### config.mk
export PLATFORM = sky130hd
export DESIGN_NAME = touch_fling_estimator
export DESIGN_NICKNAME = d
export VERILOG_FILES = /design/src/design/tfe_pkg.sv /design/src/design/tfe_ctrl.sv /design/src/design/tfe_datapath.sv /design/src/design/touch_fling_estimator.sv
export SDC_FILE = /design/constraint.sdc
export NUM_CORES = 2
export LEC_CHECK = 0
export BUFFER_PORTS_ARGS = -buffer_cell sky130_fd_sc_hd__clkbuf_2
export CAP_MARGIN = 5
export CORE_UTILIZATION = 60
export CTS_CLUSTER_DIAMETER = 200
export CTS_CLUSTER_SIZE = 8
export DETAILED_ROUTE_END_ITERATION = 8
export PLACE_DENSITY = 0.76
export SYNTH_ARGS = -nofsm -noshare
export SYNTH_HDL_FRONTEND = slang
export SYNTH_HIERARCHICAL = 1
export SYNTH_SLANG_ARGS = --single-unit
export TNS_END_PERCENT = 1
### constraint.sdc
create_clock -name i_clk -period 9.8 [get_ports i_clk]
set_clock_uncertainty 0.15 [all_clocks]
set_input_delay 0.49 -clock i_clk [delete_from_list [all_inputs] [get_ports i_clk]]
set_output_delay 0.49 -clock i_clk [all_outputs]
set_load 0.02 [all_outputs]
### src/design/tfe_pkg.sv
// shared types and constants for the touch fling estimator
`default_nettype none

package tfe_pkg;

    // default depth of the sample window
    localparam int WINDOW_DEFAULT = 5;

    // register reset values
    localparam logic [15:0] THRESH_RESET = 16'd10;
    localparam logic [15:0] GAIN_RESET   = 16'd256;

    // register indexes on the configuration port
    localparam logic CFG_THRESH = 1'b0;
    localparam logic CFG_GAIN   = 1'b1;

    // milliseconds per second, sized for the distance product
    localparam logic [25:0] MS_PER_SECOND = 26'd1000;

    // dividend width: |dist| * 1000 * gain / 256
    localparam int NUM_W     = 34;
    localparam int DIV_STEPS = NUM_W;
    localparam int DCNT_W    = $clog2(DIV_STEPS);

    // transaction action codes
    typedef enum logic [1:0] {
        ACT_ADD     = 2'd0,
        ACT_QUERY_Y = 2'd1,
        ACT_QUERY_X = 2'd2,
        ACT_NONE    = 2'd3
    } t_action;

    // one stored touch sample
    typedef struct packed {
        logic signed [15:0] x;
        logic signed [15:0] y;
        logic [31:0]        t;
    } t_sample;

    // controller to datapath commands
    typedef struct packed {
        logic capture;
        logic add_write;
        logic rd_newest;
        logic lat_newest;
        logic walk;
        logic mul_a;
        logic mul_b;
        logic div_step;
        logic out_load;
        logic out_zero;
    } t_cmd;

    // datapath to controller status
    typedef struct packed {
        t_action act;
        logic    cnt_lt2;
        logic    hit;
        logic    div_done;
        logic    out_free;
    } t_status;

endpackage

`default_nettype wire

### src/design/tfe_ctrl.sv
// controller state machine for the touch fling estimator
`default_nettype none

module tfe_ctrl (
    input  wire logic            i_clk,
    input  wire logic            i_rst_n,
    input  wire logic            i_in_valid,
    output logic                 o_in_ready,
    input  wire tfe_pkg::t_status i_status,
    output tfe_pkg::t_cmd        o_cmd
);

    typedef enum logic [3:0] {
        S_IDLE,
        S_DECODE,
        S_ADD,
        S_LAT_NEW,
        S_WALK,
        S_MUL_A,
        S_MUL_B,
        S_DIV,
        S_OUT,
        S_ZERO
    } t_state;

    t_state r_state;
    t_state n_state;

    assign o_in_ready = (r_state == S_IDLE);

    // next state and command decode
    always_comb begin
        n_state = r_state;
        o_cmd   = '0;
        case (r_state)
            S_IDLE: begin
                if (i_in_valid) begin
                    o_cmd.capture = 1'b1;
                    n_state       = S_DECODE;
                end
            end
            S_DECODE: begin
                case (i_status.act)
                    tfe_pkg::ACT_ADD: n_state = S_ADD;
                    tfe_pkg::ACT_QUERY_Y, tfe_pkg::ACT_QUERY_X: begin
                        if (i_status.cnt_lt2) begin
                            n_state = S_ZERO;
                        end else begin
                            o_cmd.rd_newest = 1'b1;
                            n_state         = S_LAT_NEW;
                        end
                    end
                    default: n_state = S_IDLE;
                endcase
            end
            S_ADD: begin
                o_cmd.add_write = 1'b1;
                n_state         = S_IDLE;
            end
            S_LAT_NEW: begin
                o_cmd.lat_newest = 1'b1;
                n_state          = S_WALK;
            end
            S_WALK: begin
                o_cmd.walk = 1'b1;
                if (i_status.hit) begin
                    n_state = S_MUL_A;
                end
            end
            S_MUL_A: begin
                o_cmd.mul_a = 1'b1;
                n_state     = S_MUL_B;
            end
            S_MUL_B: begin
                o_cmd.mul_b = 1'b1;
                n_state     = S_DIV;
            end
            S_DIV: begin
                o_cmd.div_step = 1'b1;
                if (i_status.div_done) begin
                    n_state = S_OUT;
                end
            end
            S_OUT: begin
                if (i_status.out_free) begin
                    o_cmd.out_load = 1'b1;
                    n_state        = S_IDLE;
                end
            end
            S_ZERO: begin
                if (i_status.out_free) begin
                    o_cmd.out_load = 1'b1;
                    o_cmd.out_zero = 1'b1;
                    n_state        = S_IDLE;
                end
            end
            default: n_state = S_IDLE;
        endcase
    end

    // state register
    always_ff @(posedge i_clk) begin
        if (!i_rst_n) begin
            r_state <= S_IDLE;
        end else begin
            r_state <= n_state;
        end
    end

endmodule

`default_nettype wire

### src/design/tfe_datapath.sv
// sample window, walk back, velocity product, serial divider and output register
`default_nettype none

module tfe_datapath #(
    parameter int WINDOW = tfe_pkg::WINDOW_DEFAULT
) (
    input  wire logic               i_clk,
    input  wire logic               i_rst_n,
    input  wire tfe_pkg::t_cmd      i_cmd,
    output tfe_pkg::t_status        o_status,
    input  wire logic [1:0]         i_action,
    input  wire logic signed [15:0] i_pos_x,
    input  wire logic signed [15:0] i_pos_y,
    input  wire logic [31:0]        i_time_ms,
    input  wire logic               i_cfg_we,
    input  wire logic               i_cfg_index,
    input  wire logic [15:0]        i_cfg_data,
    input  wire logic               i_out_ready,
    output logic                    o_out_valid,
    output logic                    o_fling_valid,
    output logic signed [31:0]      o_fling_distance,
    output logic [31:0]             o_elapsed_ms
);

    localparam int IW = $clog2(WINDOW);
    localparam int CW = $clog2(WINDOW + 1);
    localparam logic [CW-1:0] COUNT_FULL = CW'(WINDOW);
    localparam logic [IW:0]   WRAP       = (IW + 1)'(WINDOW);
    localparam int NW = tfe_pkg::NUM_W;
    localparam int DW = tfe_pkg::DCNT_W;
    localparam logic [DW-1:0] DCNT_LAST  = DW'(tfe_pkg::DIV_STEPS - 1);

    // logical index (0 = oldest) to memory address in the circular buffer
    function automatic logic [IW-1:0] phys(input logic [IW-1:0] head,
                                           input logic [IW-1:0] lidx);
        logic [IW:0] s;
        s = {1'b0, head} + {1'b0, lidx};
        if (s >= WRAP) begin
            s = s - WRAP;
        end
        return s[IW-1:0];
    endfunction

    // captured transaction and registers
    tfe_pkg::t_action   r_act;
    tfe_pkg::t_sample   r_in;
    logic [15:0]        r_thresh;
    logic [15:0]        r_gain;

    // window bookkeeping
    logic [IW-1:0]      r_head;
    logic [CW-1:0]      r_count;
    logic [IW-1:0]      r_idx;
    tfe_pkg::t_sample   mem [WINDOW];
    tfe_pkg::t_sample   r_rd;
    tfe_pkg::t_sample   r_new;

    // chosen sample and arithmetic
    logic [15:0]        r_mag;
    logic               r_neg;
    logic [31:0]        r_elapsed;
    logic [25:0]        r_prod_a;
    logic [NW-1:0]      r_quo;
    logic [31:0]        r_rem;
    logic [DW-1:0]      r_dcnt;

    // output register
    logic               r_out_valid;
    logic               r_fv;
    logic signed [31:0] r_fd;
    logic [31:0]        r_el;

    logic [CW-1:0]      cnt_m1;
    logic [CW-1:0]      cnt_m2;
    logic [IW-1:0]      rd_addr;
    logic [IW-1:0]      wr_addr;
    logic               full;
    logic signed [15:0] axis_a;
    logic signed [15:0] axis_b;
    logic signed [16:0] delta;
    logic [16:0]        mag17;
    logic               hit;
    logic [41:0]        prod_b;
    logic [32:0]        rem_sh;
    logic [33:0]        diff;
    logic               ge;
    logic [34:0]        total;
    logic [34:0]        limit;
    logic [34:0]        sat;
    logic [31:0]        mag32;
    logic [31:0]        fd;

    assign full   = (r_count == COUNT_FULL);
    assign cnt_m1 = r_count - CW'(1);
    assign cnt_m2 = r_count - CW'(2);

    // read address: newest, current walk entry, or the next one back
    always_comb begin
        if (i_cmd.rd_newest) begin
            rd_addr = phys(r_head, cnt_m1[IW-1:0]);
        end else if (i_cmd.walk) begin
            rd_addr = phys(r_head, r_idx - IW'(1));
        end else begin
            rd_addr = phys(r_head, r_idx);
        end
    end

    assign wr_addr = full ? r_head : phys(r_head, r_count[IW-1:0]);

    // distance on the queried axis
    assign axis_a = (r_act == tfe_pkg::ACT_QUERY_Y) ? r_new.y : r_new.x;
    assign axis_b = (r_act == tfe_pkg::ACT_QUERY_Y) ? r_rd.y : r_rd.x;
    assign delta  = {axis_a[15], axis_a} - {axis_b[15], axis_b};
    assign mag17  = delta[16] ? 17'(-delta) : 17'(delta);
    assign hit    = (mag17 > {1'b0, r_thresh}) || (r_idx == '0);

    // second product stage, gain is Q8.8
    assign prod_b = {16'd0, r_prod_a} * {26'd0, r_gain};

    // restoring divide step
    assign rem_sh = {r_rem, r_quo[NW-1]};
    assign diff   = {1'b0, rem_sh} - {2'b00, r_elapsed};
    assign ge     = ~diff[33];

    // add velocity term and saturate
    assign total = {19'd0, r_mag} + {1'b0, r_quo};
    assign limit = r_neg ? 35'h0_8000_0000 : 35'h0_7FFF_FFFF;
    assign sat   = (total > limit) ? limit : total;
    assign mag32 = (r_elapsed == '0) ? limit[31:0] : sat[31:0];
    assign fd    = (r_mag == '0) ? 32'd0 : (r_neg ? (32'd0 - mag32) : mag32);

    assign o_status.act      = r_act;
    assign o_status.cnt_lt2  = (r_count < CW'(2));
    assign o_status.hit      = hit;
    assign o_status.div_done = (r_dcnt == DCNT_LAST);
    assign o_status.out_free = !r_out_valid || i_out_ready;

    assign o_out_valid      = r_out_valid;
    assign o_fling_valid    = r_fv;
    assign o_fling_distance = r_fd;
    assign o_elapsed_ms     = r_el;

    // sample memory
    always_ff @(posedge i_clk) begin
        if (i_cmd.add_write) begin
            mem[wr_addr] <= r_in;
        end
        r_rd <= mem[rd_addr];
    end

    // control state: registers, window pointers, output valid
    always_ff @(posedge i_clk) begin
        if (!i_rst_n) begin
            r_thresh    <= tfe_pkg::THRESH_RESET;
            r_gain      <= tfe_pkg::GAIN_RESET;
            r_head      <= '0;
            r_count     <= '0;
            r_out_valid <= 1'b0;
        end else begin
            if (i_cfg_we) begin
                case (i_cfg_index)
                    tfe_pkg::CFG_THRESH: r_thresh <= i_cfg_data;
                    tfe_pkg::CFG_GAIN:   r_gain   <= i_cfg_data;
                    default: ;
                endcase
            end
            if (i_cmd.add_write) begin
                if (full) begin
                    r_head <= (r_head == IW'(WINDOW - 1)) ? '0 : r_head + IW'(1);
                end else begin
                    r_count <= r_count + CW'(1);
                end
            end
            if (i_cmd.out_load && !i_cmd.out_zero) begin
                r_count <= '0;
            end
            if (i_cmd.out_load) begin
                r_out_valid <= 1'b1;
            end else if (i_out_ready) begin
                r_out_valid <= 1'b0;
            end
        end
    end

    // payload: capture, walk, multiply, divide, result
    always_ff @(posedge i_clk) begin
        if (i_cmd.capture) begin
            r_act  <= tfe_pkg::t_action'(i_action);
            r_in.x <= i_pos_x;
            r_in.y <= i_pos_y;
            r_in.t <= i_time_ms;
        end
        if (i_cmd.rd_newest) begin
            r_idx <= cnt_m2[IW-1:0];
        end
        if (i_cmd.lat_newest) begin
            r_new <= r_rd;
        end
        if (i_cmd.walk) begin
            r_idx     <= r_idx - IW'(1);
            r_mag     <= mag17[15:0];
            r_neg     <= delta[16];
            r_elapsed <= r_new.t - r_rd.t;
        end
        if (i_cmd.mul_a) begin
            r_prod_a <= 26'(r_mag * tfe_pkg::MS_PER_SECOND);
        end
        if (i_cmd.mul_b) begin
            r_quo  <= prod_b[41:8];
            r_rem  <= '0;
            r_dcnt <= '0;
        end
        if (i_cmd.div_step) begin
            r_rem  <= ge ? diff[31:0] : rem_sh[31:0];
            r_quo  <= {r_quo[NW-2:0], ge};
            r_dcnt <= r_dcnt + DW'(1);
        end
        if (i_cmd.out_load) begin
            r_fv <= !i_cmd.out_zero;
            r_fd <= i_cmd.out_zero ? 32'sd0 : signed'(fd);
            r_el <= i_cmd.out_zero ? 32'd0 : r_elapsed;
        end
    end

`ifndef ASSERT_OFF
    // a new result never overwrites one still waiting
    a_no_overwrite: assert property (@(posedge i_clk) disable iff (!i_rst_n)
        i_cmd.out_load |-> (!r_out_valid || i_out_ready))
        else $error("result loaded over a pending result");

    // a computed fling empties the window
    a_empty_after_fling: assert property (@(posedge i_clk) disable iff (!i_rst_n)
        (i_cmd.out_load && !i_cmd.out_zero) |=> (r_count == '0))
        else $error("window not emptied after fling");

    // the fill count never passes the window depth
    a_count_bound: assert property (@(posedge i_clk) disable iff (!i_rst_n)
        r_count <= COUNT_FULL)
        else $error("sample count exceeds window");

    // adding to a full window keeps it full
    a_full_stays: assert property (@(posedge i_clk) disable iff (!i_rst_n)
        (i_cmd.add_write && full) |=> (r_count == COUNT_FULL))
        else $error("full window lost a sample on add");
`endif

endmodule

`default_nettype wire

### src/design/touch_fling_estimator.sv
// top level of the touch fling estimator
`default_nettype none

// Touch fling estimator. Add transactions store a touch sample (x, y,
// millisecond time) in a WINDOW-deep circular buffer, dropping the oldest
// once full. A query on x or y walks back from the newest sample one entry
// per cycle through the registered-read sample memory, stops at the first
// sample farther than distance_threshold or at the oldest, and returns
// dist + dist*1000*gain/(256*elapsed) saturated to 32 bits, then empties the
// window. The quotient comes from a one-bit-per-cycle divider. A query with
// fewer than two samples returns an invalid zero result. Results sit in an
// output register, so the next transaction is taken while a result waits.
// Registers are written on the cfg port any time the block is idle.
module touch_fling_estimator #(
    parameter int WINDOW = tfe_pkg::WINDOW_DEFAULT
) (
    input  wire logic               i_clk,
    input  wire logic               i_rst_n,
    input  wire logic               i_in_valid,
    output logic                    o_in_ready,
    input  wire logic [1:0]         i_action,
    input  wire logic signed [15:0] i_pos_x,
    input  wire logic signed [15:0] i_pos_y,
    input  wire logic [31:0]        i_time_ms,
    output logic                    o_out_valid,
    input  wire logic               i_out_ready,
    output logic                    o_fling_valid,
    output logic signed [31:0]      o_fling_distance,
    output logic [31:0]             o_elapsed_ms,
    input  wire logic               i_cfg_we,
    input  wire logic               i_cfg_index,
    input  wire logic [15:0]        i_cfg_data
);

    tfe_pkg::t_cmd    cmd;
    tfe_pkg::t_status status;

    // sequencing
    tfe_ctrl u_ctrl (
        .i_clk      (i_clk),
        .i_rst_n    (i_rst_n),
        .i_in_valid (i_in_valid),
        .o_in_ready (o_in_ready),
        .i_status   (status),
        .o_cmd      (cmd)
    );

    // storage and arithmetic
    tfe_datapath #(
        .WINDOW (WINDOW)
    ) u_datapath (
        .i_clk            (i_clk),
        .i_rst_n          (i_rst_n),
        .i_cmd            (cmd),
        .o_status         (status),
        .i_action         (i_action),
        .i_pos_x          (i_pos_x),
        .i_pos_y          (i_pos_y),
        .i_time_ms        (i_time_ms),
        .i_cfg_we         (i_cfg_we),
        .i_cfg_index      (i_cfg_index),
        .i_cfg_data       (i_cfg_data),
        .i_out_ready      (i_out_ready),
        .o_out_valid      (o_out_valid),
        .o_fling_valid    (o_fling_valid),
        .o_fling_distance (o_fling_distance),
        .o_elapsed_ms     (o_elapsed_ms)
    );

endmodule

`default_nettype wire

# Word-level counts from Yosys, hierarchy flattened
# Memories as Yosys holds them, arrays and structs flattened. A register that Yosys moved wholly into a read port is not among the register bits.
# Cells that the tools add are included.
# Widths: inputs -> output; s select.
[word_totals]
output_inout_bits = 67
mem_bits_rw = 320
register_bits = 385
word_cells = 148
n_memories = 1
[mem_list]
columns = ["memory", "depth", "width", "rd", "rd_clocked_by_memory_dff", "wr", "line_no", "rtl"]
rows = [
  ["u_datapath.mem", 5, 64, 1, 1, 1, "tfe_datapath.sv:54", "tfe_pkg::t_sample mem [WINDOW];"],
]
[classes]
n_mux = 50
n_lt_le_gt_ge = 7
bitwise = 4
addsub = 20
eq_ne = 18
reduce_logical = 22
mul = 2
[op_table]
columns = ["op", "count"]
rows = [
  ["$mux 32", 7],
  ["$mux 34", 2],
  ["$mul 23x16->39", 1],
  ["$add 16x34->35", 1],
  ["$gt 35x32->1", 1],
  ["$sub 33x32->34", 1],
  ["$logic_not 32->1", 1],
  ["$mux 16", 2],
  ["$pmux 4 s8", 1],
  ["$sub 1x32->32 const A", 1],
  ["$sub 32x32->32", 1],
  ["$mux 3", 10],
  ["$mul 16x7->23 const B", 1],
  ["$mux 4", 5],
  ["$gt 17x16->1", 1],
  ["$mux 1", 17],
  ["$mux 17", 1],
  ["$neg 17->17", 1],
  ["$sub 16x16->17", 1],
  ["$add 3x3->4", 4],
  ["$eq 4x3->1 const B", 4],
  ["$ge 4x3->1 const B", 4],
  ["$logic_not 16->1", 1],
  ["$mux 6", 2],
  ["other kinds (29)", 52],
]

# Logic depth before layout (Yosys ltp)
[depth]
word_depth = 9
depth_mapped = 36
ltp_nobuf = 32

# By module
# Netlist, hierarchy kept.
[by_module_without_submodules]
columns = ["mod", "cells_per_inst", "n_inst", "area_per_inst_um2"]
rows = [
  ["tfe_datapath", 4202, 1, 49399.9],
  ["tfe_ctrl", 57, 1, 419.2],
]

# Worst setup path after synthesis
# OpenSTA, ideal clock, no wires.
[synth_path]
path_kind = "flip-flop to flip-flop"
startpoint = "register u_datapath.r_head[0]"
endpoint = "memory u_datapath/mem[4][0] (netlist bit) (enable)"
n_path_buf = 0
arrival_time_ns = 6.795
period_less_slack_ns = 7.509
setup_slack_ns = 2.291
setup_ns = 0.564
required_time_ns = 9.086
path_stages_with_launch = 13
cell_sequence = "dfxtp_1 > ha_1 > fa_1 > inv_1 > ha_1 > nor2b_1 > o21ai_0 > a211oi_1 > nor2_1 > xnor2_1 > nand2_1 > o21ai_0 > nor3_1"
[synth_between]
elab_chain_len = 4
word_cells_on_any_way = 5
classes_between = "2 x add/sub; 1 x order compare; 2 x mux"
[synth_lines]
columns = ["item", "line_no", "rtl"]
rows = [
  ["from (decl)", "tfe_datapath.sv:51", "logic [IW-1:0] r_head;"],
  ["from (signal assigned)", "tfe_datapath.sv:169", "r_head <= (r_head == IW'(WINDOW - 1)) ? '0 : r_head + IW'(1);"],
  ["$add 3x3->4", "tfe_datapath.sv:37", "s = {1'b0, head} + {1'b0, lidx};"],
  ["$ge 4x3->1 or $sub 3x3->3 (tied branches)", "tfe_datapath.sv:38, tfe_datapath.sv:39", ""],
  ["$mux 3", "tfe_datapath.sv:38", "if (s >= WRAP) begin"],
  ["$mux 3 (*)", "tfe_datapath.sv:108", "assign wr_addr = full ? r_head : phys(r_head, r_count[IW-1:0]);"],
  ["to (decl)", "tfe_datapath.sv:54", ""],
]
# Mark *: on every way between the ends. The rest lies on a longest branch, timed or not.

==> impl_metrics.csv <==
group,metric,value,unit
status,status,"finished, final reports clean",
route,topRoutingLayerUsed,"met5",
clock_network,h-tree-depth,3,
grt,grt_max_degree,73,
clock_network,cts.reportedPaths.clkPinSlew,60,ps
floorplanning,die_w,290.2,microns
logic_synthesis,yosysWarningCount,6,
clock_network,cts-root-buf,"clkbuf_16",
floorplanning,core_area,0.08211,sq mm
logic_synthesis,synth_edf_count,662,
power,p_leak,22.60,nW
floorplanning,io_pins,155,
sta,worstMarginPinSlew,1155,ps
sta,rsz0062_at_grt,"no",
power,p_per_area,164.6,mW/mm^2
logic_synthesis,synth_nets,5046,
logic_synthesis,synth_ff_type,"edfxtp_1",
clock_network,cts_tree,"built",
grt,grt_pass1_vias,34053,
sta,clock.fmax,124.0,MHz
grt,grt.total_usage,28.13,%
grt,grt_overflow,0,
critical_path,end_kind,"flip-flop",
sta,hold_viol_final,0,
logic_synthesis,synth_largest_area_cell,"edfxtp_1",
floorplanning,dieArea,0.08419,sq mm
route,firstDrtPassIters,5,
placed_design,io_buffers,154,
route,met3_length,6.758,mm
logic_synthesis,synth_top_area_share,39.90,%
final_layout,nNetsFinal,5276,
route,routed_wl,116.5,mm
route,drtIter0Drc,2405,
critical_path,max_stage_delay,830,ps
logic_synthesis,yosysUniqueCellTypes,97,
logic_synthesis,avgSynthCellArea,11.70,sq um
critical_path,critPathLaunch,"u_datapath/r_act[1]",
sta,setup_viol,0,
critical_path,crit_slowest_cell,"nor2b_4",
grt,grt_first_pass_wirelength,185.6,mm
logic_synthesis,async_flop_share,0,%
clock_network,cts_sinks,769,
sta,fin_setup_tns,0,ps
final_layout,n_antenna_cell,0,
final_layout,stdcell_area,0.05568,sq mm
route,postRouteAntennaNets,0,
sta,fin_crit,8064,ps
critical_path,cp.required,10260,ps
route,m1WireLength,47.45,mm
logic_synthesis,synth-seq-area-share,44.20,%
critical_path,worstPathMaxFanout,32,
sta,slew_viol_final,0,
placed_design,post-dp-hpwl,78.43,mm
floorplanning,dieHeight,290.2,microns
critical_path,cpMostUsedCell,"o21a_1",
logic_synthesis,synth-seq-cells,769,
critical_path,crit_arrival,8530,ps
final_layout,layout-drive-gt1-share,11.15,%
grt,antenna_found_initial,2,
sta,finalCritPeriodShare,82.28,%
route,wl_per_cell,20.65,microns
critical_path,r2r-start,"u_datapath/r_act[1]",
logic_synthesis,syn-cell-area,0.04982,sq mm
placed_design,placed_area,0.05169,sq mm
critical_path,critPathLaunchType,"flip-flop",
route,via_count,32781,
clock_network,numCtsBuffers,106,
route,route.met2.wl,57.36,mm
logic_synthesis,synthTopCellsByArea,"edfxtp_1, fa_1, ha_1",
power,ir_worst_vdd,0.0001661,V
final_layout,area_growth,11.76,%
route,routed_via_density,5.810,
route,drc_errors,0,
floorplanning,initial_core_util,60.67,%
clock_network,clock_latency,710,ps
sta,slew_headroom,22.82,%
critical_path,critPathKind,"flip-flop to flip-flop",
clock_network,clockBufferDepth,3,
logic_synthesis,synth_cells,4259,
flow_run,maxCapViolations,0,
hold_path,hold_path_class,"primary input to flip-flop",
floorplanning,rows,105,
placed_design,gp_congestion,0.9107,
clock_network,postCtsSetupRepairBufs,0,
hold_path,holdCritStartpoint,"i_cfg_index",
==> flip-flops by register name (all words and copies together) (netlist names), 4 cells and up <==
name                         cells
u_datapath/r_rd                 64
u_datapath/r_thresh             16
u_datapath/r_gain               16
u_datapath/r_mag                16
u_datapath/r_elapsed            32
u_datapath/mem                 320
u_datapath/o_fling_distance     32
u_datapath/o_elapsed_ms         32
u_datapath/r_in                 64
u_datapath/r_quo                34
u_datapath/r_new                64
u_datapath/r_rem                32
u_datapath/r_dcnt                6
u_ctrl/r_state                   4
u_datapath/r_prod_a             23
==> power by group <==
part | total [W] | internal [W] | switching (W)
combinational | 0.00182 | 0.000725 | 0.00109
clock | 0.00347 | 0.00203 | 0.00144
sequential | 0.00387 | 0.00376 | 0.000108
total | 0.00916 | 0.00652 | 0.00264
==> final cells by class <==
| type | count | area, sq um |
|---|---|---|
| Sequential cell | 769 | 22020 |
| Clock buffer | 183 | 2942 |
| Multi-Input combinational cell | 2772 | 25180 |
| Timing Repair Buffer | 266 | 1817 |
| Fill cell | 5817 | 26430 |
| Clock inverter | 8 | 219.0 |
| Inverter | 574 | 2155 |
| Tap cell | 1070 | 1339 |
==> layer usage <==
layer / up-vias / global-route usage (%)
met5: - / 0
met4: 4 / 12.00
met3: 286 / 4.075
met2: 1117 / 48.04
met1: 16191 / 35.92
li1: 15183 / -
==> final timing paths <==
path,end,slack [ps],cells after the start
max,u_ctrl/r_state[0],1740,31
min,u_datapath/r_thresh[5],230,4
max reg2reg,u_ctrl/r_state[0],1740,31
min reg2reg,u_datapath/r_new[42],270,0
==> Yosys cell counts, types with 19 or more instances <==
| cell type | count |
|---|---|
| o21a_1 | 33 |
| o211ai_1 | 23 |
| edfxtp_1 | 662 |
| nand2b_1 | 26 |
| xnor2_1 | 116 |
| a31oi_1 | 22 |
| nand3_1 | 52 |
| nor2_1 | 178 |
| dfxtp_1 | 107 |
| a21oi_1 | 152 |
| nor4_1 | 23 |
| a21boi_0 | 36 |
| nor3_1 | 51 |
| o31ai_1 | 25 |
| a21o_1 | 37 |
| a211oi_1 | 24 |
| xor2_1 | 52 |
| mux4_2 | 64 |
| clkbuf_1 | 123 |
| fa_1 | 353 |
| nor2b_1 | 57 |
| inv_1 | 571 |
| nand2_1 | 436 |
| nand4_1 | 23 |
| and2_1 | 163 |
| ha_1 | 346 |
| mux2_2 | 85 |
| and3_1 | 19 |
| mux2i_1 | 47 |
| o21ai_0 | 131 |
==> layout by cell type, fill, tap and decap left out, types with 36 or more instances in the layout <==
cell type	n
nand3_1	52
clkbuf_1	77
a21oi_1	150
mux2i_1	47
dlygate4sd3_1	82
dfxtp_1	107
nand2_1	436
edfxtp_1	662
and2_1	162
xor2_1	52
clkbuf_2	154
a21o_1	37
inv_1	571
nor2b_1	56
nor2_1	171
o21ai_0	130
a21boi_0	36
fa_1	353
mux2_2	85
clkbuf_16	106
nor3_1	48
mux4_2	64
ha_1	346
xnor2_1	116
==> kinds of logic (layout without fill, tap and decap cells) <==
| kind of cell | Yosys count | in the layout | synth area share [%] |
|---|---|---|---|
| buffers and inverters | 718 | 1031 | 5.473 |
| DFF | 769 | 769 | 44.20 |
| AOI/OAI and AO/OA | 609 | 609 | 8.019 |
| adders and majority gates | 699 | 699 | 22.87 |
| and+or+nand+nor | 1099 | 1099 | 10.69 |
| xor gates and xnor gates | 169 | 169 | 2.986 |
| muxes | 196 | 196 | 5.759 |
==> through the flow <==
| step | cells | util, % | hold WS (ps) | power [W] | worst slack [ps] |
|---|---|---|---|---|---|
| 2_1_floorplan | 4259 | - | 252.7 | 0.005150 | 2291 |
| 3_3_place_gp | 5369 | 62.96 | 261.3 | 0.005663 | 2184 |
| 3_5_place_dp | 5369 | 62.96 | 264.7 | 0.005709 | 1939 |
| 4_1_cts | 5642 | 67.81 | 185.0 | 0.009210 | 1757 |
| 5_1_grt | 5642 | 67.81 | 240.7 | 0.009573 | 1124 |
| 6_report | 5642 | 67.81 | 233.0 | 0.009161 | 1736 |
==> worst max-delay path: cells and delay by family, from the launching register on <==
family | cells | cell delay, ps
and+or+nand+nor | 5 | 1390
DFF | 1 | 450
adders and majority gates | 3 | 980
AOI/OAI and AO/OA | 20 | 4090
muxes | 2 | 640
buffers and inverters | 1 | 290
==> repair_timing <==
item / in CTS / in global routing
hold buffers: 82 / 0
resized for setup: 0 / 0
hold endpoints to repair: 98 / 0
No activity file was read; power rests on OpenSTA's default activity.
